`config.mk`:
```
export PLATFORM = sky130hd
export DESIGN_NAME = prc_cordic
export DESIGN_NICKNAME = d
export VERILOG_FILES = /design/src/rtl/prc_pkg.sv /design/src/rtl/prc_cordic.sv
export SDC_FILE = /design/constraint.sdc
export NUM_CORES = 2
export LEC_CHECK = 0
export BUFFER_PORTS_ARGS = -buffer_cell sky130_fd_sc_hd__buf_4
export CAP_MARGIN = 5
export CORE_ASPECT_RATIO = 1.25
export CORE_MARGIN = 3
export CORE_UTILIZATION = 32
export DETAILED_ROUTE_END_ITERATION = 8
export SLEW_MARGIN = 20
export SYNTH_ARGS = -nofsm -noshare
export SYNTH_HDL_FRONTEND = slang
export SYNTH_SLANG_ARGS = --single-unit
```
`constraint.sdc`:
```
create_clock -name clk -period 12.8 [get_ports clk]
set_input_delay 2.56 -clock clk [delete_from_list [all_inputs] [get_ports clk]]
set_output_delay 2.56 -clock clk [all_outputs]
set_load 0.005 [all_outputs]
```
`src/rtl/prc_pkg.sv`:
```
`default_nettype none

package prc_pkg;

    localparam int ATAN_ENTRIES = 24;

    localparam int COORD_W = 12;
    localparam int ROWS_W  = 13;
    localparam int ANGLE_W = 17;
    localparam int DIFF_W  = 13;
    localparam int OUT_W   = 15;

    localparam int XY_W = 19;
    localparam int Z_W  = 24;

    localparam logic signed [XY_W-1:0] CORDIC_GAIN_Q16 = 19'sd39797;

    localparam logic signed [17:0] HALF_TURN    = 18'sd46080;
    localparam logic signed [17:0] QUARTER_TURN = 18'sd23040;
    localparam logic signed [17:0] FULL_TURN    = 18'sd92160;

    typedef struct packed {
        logic signed [DIFF_W-1:0] dx;
        logic signed [DIFF_W-1:0] dy;
        logic [COORD_W-1:0]       cx;
        logic [COORD_W-1:0]       cy;
        logic                     neg;
    } geom_t;

    typedef struct packed {
        logic signed [XY_W-1:0] x;
        logic signed [XY_W-1:0] y;
        logic signed [Z_W-1:0]  z;
        geom_t                  geom;
    } cordic_word_t;

    function automatic logic signed [Z_W-1:0] atan_q16(input logic [4:0] idx);
        logic signed [Z_W-1:0] v;
        case (idx)
            5'd0:    v = 24'sd2949120;
            5'd1:    v = 24'sd1740967;
            5'd2:    v = 24'sd919879;
            5'd3:    v = 24'sd466945;
            5'd4:    v = 24'sd234379;
            5'd5:    v = 24'sd117304;
            5'd6:    v = 24'sd58666;
            5'd7:    v = 24'sd29335;
            5'd8:    v = 24'sd14668;
            5'd9:    v = 24'sd7334;
            5'd10:   v = 24'sd3667;
            5'd11:   v = 24'sd1833;
            5'd12:   v = 24'sd917;
            5'd13:   v = 24'sd458;
            5'd14:   v = 24'sd229;
            5'd15:   v = 24'sd115;
            5'd16:   v = 24'sd57;
            5'd17:   v = 24'sd29;
            5'd18:   v = 24'sd14;
            5'd19:   v = 24'sd7;
            5'd20:   v = 24'sd4;
            5'd21:   v = 24'sd2;
            5'd22:   v = 24'sd1;
            default: v = 24'sd0;
        endcase
        return v;
    endfunction

endpackage

`default_nettype wire

```
`src/rtl/prc_cordic.sv`:
```
`default_nettype none

module prc_cordic
    import prc_pkg::*;
#(
    parameter int STAGES = 16
) (
    input  wire logic         clk,
    input  wire logic         rst_n,
    input  wire logic         in_valid,
    output logic              in_ready,
    input  wire cordic_word_t in_data,
    output logic              out_valid,
    input  wire logic         out_ready,
    output cordic_word_t      out_data
);

    cordic_word_t             word_reg [STAGES];
    logic [STAGES-1:0]        valid_reg;
    logic [STAGES:0]          rdy;

    assign rdy[STAGES] = out_ready;
    assign in_ready    = rdy[0];
    assign out_valid   = valid_reg[STAGES-1];
    assign out_data    = word_reg[STAGES-1];

    for (genvar i = 0; i < STAGES; i++)
    begin : g_stage
        cordic_word_t           word_in;
        cordic_word_t           word_next;
        logic                   valid_in;
        logic signed [XY_W-1:0] xs;
        logic signed [XY_W-1:0] ys;

        if (i == 0)
        begin : g_first
            assign word_in  = in_data;
            assign valid_in = in_valid;
        end
        else
        begin : g_rest
            assign word_in  = word_reg[i-1];
            assign valid_in = valid_reg[i-1];
        end

        assign rdy[i] = !valid_reg[i] || rdy[i+1];
        assign xs     = word_in.x >>> i;
        assign ys     = word_in.y >>> i;

        always_comb
        begin
            word_next = word_in;
            if (!word_in.z[Z_W-1])
            begin
                word_next.x = word_in.x - ys;
                word_next.y = word_in.y + xs;
                word_next.z = word_in.z - atan_q16(5'(i));
            end
            else
            begin
                word_next.x = word_in.x + ys;
                word_next.y = word_in.y - xs;
                word_next.z = word_in.z + atan_q16(5'(i));
            end
        end

        always_ff @(posedge clk or negedge rst_n)
        begin
            if (!rst_n)
            begin
                valid_reg[i] <= 1'b0;
            end
            else if (rdy[i+1] || !valid_reg[i])
            begin
                valid_reg[i] <= valid_in;
            end
        end

        always_ff @(posedge clk)
        begin
            if (valid_in && rdy[i])
            begin
                word_reg[i] <= word_next;
            end
        end
    end

endmodule

`default_nettype wire

```
* Yosys cells after proc, flatten, opt, wreduce, memory -nomap -nowiden
Memories as Yosys holds them, arrays and structs flattened.
Index checks and enable logic that the tools add are counted.
** Word-level totals
- Flip-flop bits (word level) :: 16
- Bits in writable memories :: 1808
- Input bits :: 117
- Output and inout port bits :: 115
- Word-level logic and storage cells :: 208
- Memories kept :: 1
** Cells by class
- Add/sub/neg operators :: 95
- Multiplexer cells :: 48
- Reduce and logical (&&, ||, !) cells :: 48
** Memories
- word_reg :: depth 16, bits a word 113, rd ports 16, clocked after Yosys merged registers in 0, write ports 16, line prc_cordic.sv:18 : cordic_word_t word_reg [STAGES];
** Operators by type and width (number)
- 2-to-1 mux 62 bit :: 16
- adder 19 x 10 -> 19 bit :: 2
- adder 19 x 11 -> 19 bit :: 2
- adder 19 x 12 -> 19 bit :: 2
- adder 19 x 13 -> 19 bit :: 2
- adder 19 x 14 -> 19 bit :: 2
- adder 19 x 15 -> 19 bit :: 2
- adder 19 x 16 -> 19 bit :: 2
- adder 19 x 17 -> 19 bit :: 2
- adder 19 x 18 -> 19 bit :: 2
- adder 19 x 4 -> 19 bit :: 2
- adder 19 x 5 -> 19 bit :: 2
- adder 19 x 6 -> 19 bit :: 2
- adder 19 x 7 -> 19 bit :: 2
- adder 19 x 8 -> 19 bit :: 2
- adder 19 x 9 -> 19 bit :: 2
- subtractor 19 x 10 -> 19 bit :: 2
- subtractor 19 x 11 -> 19 bit :: 2
- subtractor 19 x 12 -> 19 bit :: 2
- subtractor 19 x 13 -> 19 bit :: 2
- subtractor 19 x 14 -> 19 bit :: 2
- subtractor 19 x 15 -> 19 bit :: 2
- subtractor 19 x 16 -> 19 bit :: 2
- subtractor 19 x 17 -> 19 bit :: 2
- 45 further kinds :: 129

* Longest topological paths before layout
- Depth after elaboration :: 20
- Mapped depth :: 17
- Depth with buffers taken out :: 17

* Worst setup path before layout
Ideal clock, no wire load.
- Path kind :: input to register
- From :: input out_ready
- To :: memory word_reg[3][0] (netlist bit) (enable)
- Setup time :: 0.758 ns
- Data arrival time :: 11.211 ns
- Required time :: 12.042 ns
- Setup slack :: 0.831 ns
- Stages :: 6
- Buffers on the path :: 0
- Cell sequence :: nor2b_1 -> nand3_1 -> nor2_1 -> nand3_1 -> nor2_1 -> a21boi_0
** RTL lines
- start: declaration :: line prc_cordic.sv:14 : input wire logic out_ready,
- end: declaration :: line prc_cordic.sv:18

* Worst setup path in the final report
- From :: input out_ready
- To :: output in_ready
** On the way
- Longest elaborated chain between the ends :: 16
** RTL lines
- logical OR 1 bit (16 in a row) :: line prc_cordic.sv:46 : assign rdy[i] = !valid_reg[i] || rdy[i+1];
- end: declaration :: line prc_cordic.sv:11 : output logic in_ready,
No other way between the ends.

==> results.md <==
- Routed len/inst: ~16 um
- Max stage delay cell, worst path: nor4_1
- Number of max-cap violations: 0
- Mapped Nets: 9,987
- Clock Sinks: around 1,800
- Share of post-route cells with drive strength above 1: 0.07994
- Setup Crit Path Kind: input pin to output port
- CTS HTree Levels: 4
- Critical Path, Cell by Cell: buf_4, nor2b_1, nand3_1, nor2_1, nand2_1, nor4_1, nand4_1, buf_4
- Main synth FF type: edfxtp_1
- Flops & latches, synth: roughly 1,800
- Post-synth EDFFs: around 1,800
- Initial DRC count: 2,688
- Via density: roughly 4.9
- CP peak stage delay: 0.75 ns
- Ys async rst share: 0.008777
- Seq/Total Area, Yosys: 0.5246
- CP Capture Type: output port
- Die Ht: about 640 um
- CTS tree: yes
- CP delay by family, top: simple AND/OR/NAND/NOR gates
- Final setup viols: 0
- Number of post-CTS setup repair buffers: 0
- CTS max path bufs: 4
- Worst Tran Pin Value: approximately 1.0 ns
- Root Buffer Master: clkbuf_16
- Syn_area_per_cell: about 12 um^2
- Routed via count: between 60,000 and 70,000
- IO buf count: 231
- Die area: between 0.3 and 0.4 mm^2
- Area delta synth->final: 13.10%
- Status: finished clean
- First-pass GRT wire length: between 300,000 and 400,000 um
- Commonest non-fill, non-tap cell in the layout: edfxtp_1
- GRT Util Overall: 0.1284
- Crit Path Max Fanout: 5
- Mapped Area: 0.1042 mm^2
- Final hold violations: 0
- Vias in the first global route: 68,030
- Number of fill cells: 30,870
- DRC Markers: 0
- Final Skew: ~0.044 ns
- Commonest cells after routing, fill and taps aside: edfxtp_1 (1,807), ha_1 (986), nor2_1 (778), xnor2_1 (759), a21oi_1 (691)
- Skew-Pair Late Insertion Delay: 0.85 ns
- FMAX: 131.6 MHz
- Final wirelength: roughly 220,000 um
- Buf+Inv Stages, Crit Path: 2
- Unrepaired setup endpoints after global routing: no
- Slew HR: 0.3012
- Final net count: between 10,000 and 15,000
- Largest net degree at the start of global routing: 80
- Die width: around 520 um
- Reg clk slew, reported paths: roughly 0.06 ns
- Syn. warnings: 0
- WP data arrival: between 5 and 6 ns
- Final Cycle Share: 0.5935
- GP Congestion: between 0.9 and 1
- Final Max Tran Viols: 0
- Number of flip-flops in the largest register: approximately 1,800
- Initial antenna violation count: 7
- Register area: 0.05466 mm^2
- # hold bufs at CTS: 0
- TNS Setup: 0 ns
- HPWL Detailed: 172,800 um
- Multi-input logic area: ~0.047 mm^2
- Gr ovfl total: 0
- CP required: approximately 10 ns
- Critical path's most frequent cell: buf_4
- I/O pin cnt: about 230
- Minimum clock period: about 7.6 ns
- Worst setup SP type: input pin
- Mapped Cells: between 8,000 and 9,000
- Drt pass-1 iters: 7
- Synth cell types: 95
- Number of buffers created by CTS: 203
- FP Rows: between 200 and 250
- Starting Density: 0.3223
- DRT antenna net count: 0
- Hold Crit Class: flop to flop
- Post-CTS sizing: 0
- Core region area: around 0.32 mm^2
cell usage after synthesis (17+ instances only):
cell       instances  area share
nand2b_1          82      0.0049
a211oi_1          65      0.0047
and2_1            73      0.0044
xor2_1           288       0.024
nor2_1           778       0.028
a21o_1           238       0.017
a31oi_1           62      0.0037
or3_1             92      0.0055
a2111oi_0         21      0.0018
inv_1            476       0.017
mux2i_1           37      0.0036
o21a_1           100      0.0072
a21oi_1          691       0.033
o21bai_1          88      0.0063
edfxtp_1        1807        0.52
xnor2_1          759       0.064
clkbuf_1          72      0.0026
o31ai_1           17      0.0012
a211o_1           45      0.0038
o211ai_1          44      0.0032
fa_1              49      0.0094
a21boi_0          36      0.0026
and3_1            54      0.0032
and4_1            28      0.0024
a41oi_1           19      0.0016
nor4_1            45      0.0027
nand2_1          290       0.010
o41ai_1           25      0.0021
nand4_1           50      0.0030
nor2b_1          192       0.012
mux2_2            22      0.0024
nand3_1          137      0.0066
ha_1             986        0.12
or2_2             42      0.0025
o21ai_0          395       0.019
a31o_2            44      0.0037
nor3_1           308       0.015
layer usage:
metal,share of wire,vias to the layer above,track usage
met5,0,-,0
met4,0.058,0,0.07072
met3,0.032,576,0.01749
met2,0.55,1176,0.2554
met1,0.36,30790,0.1248
li1,-,33690,-
final timing paths:
kind	start	to	slack, ns	cells after the start
min in group asynchronous	rst_n	g_stage[1].valid_in$_DFFE_PN0P_	1.56	1
setup reg to reg	word_reg[1][84]$_DFFE_PP_	word_reg[1][224]$_DFFE_PP_	8.39	13
max in group asynchronous	rst_n	g_stage[14].valid_in$_DFFE_PN0P_	11.03	1
setup / recovery	out_ready	in_ready	5.20	8
hold / removal	word_reg[3][19]$_DFFE_PP_	word_reg[3][132]$_DFFE_PP_	0.38	0
hold reg to reg	word_reg[3][19]$_DFFE_PP_	word_reg[3][132]$_DFFE_PP_	0.38	0
cells by family (layout without fill, tap and decap cells):
kind of cell	count (synthesis)	count (layout)	share of synthesized area
flip-flops	1823	1823	0.5246
other	0	1	0
XOR/XNOR	1048	1048	0.08822
buffers and inverters	567	1127	0.02046
multiplexers	59	59	0.005932
AND/OR/NAND/NOR	2250	2250	0.1064
adder cells (fa/ha/maj)	1035	1035	0.1278
AO/OA/AOI/OAI	2053	2053	0.1266
stage by stage:
step	cell area, um^2	util	instances	hold slack [ns]	worst slack [ns]
after detailed placement	111400	0.3446	13260	0.4045	5.168
after global placement	111400	0.3446	13260	0.4018	5.181
after floorplan	104200	-	8835	0.4003	0.8311
final	117900	0.3645	13630	0.3814	5.204
after CTS	117900	0.3645	13630	0.3862	5.163
after global routing	117900	0.3645	13630	0.3932	4.959
area by class of cell:
type | count | area share
flip-flops and latches | 1823 | 0.4638
clock inverters | 123 | 0.01031
diodes | 1 | 0.00002123
repair buffers | 285 | 0.01826
inverters | 479 | 0.01526
multi-input cells | 6445 | 0.4030
well taps | 4230 | 0.04491
clock buffers | 240 | 0.04446
worst register-to-register path: stages, from the launching register on:
cell and delay, ns:
edfxtp_1 0.46, or4_1 0.60, nor4b_2 0.63, a21oi_1 0.17, xor2_1 0.18, ha_1 0.21, a21o_1 0.18, a21oi_1 0.35
nand3b_1 0.13, a31oi_1 0.45, nor3b_1 0.15, or3_1 0.34, a21oi_1 0.19, xnor2_1 0.08
Power is not shown: default switching activity piles up to over one toggle a cycle in this logic, so the estimate is an artifact.
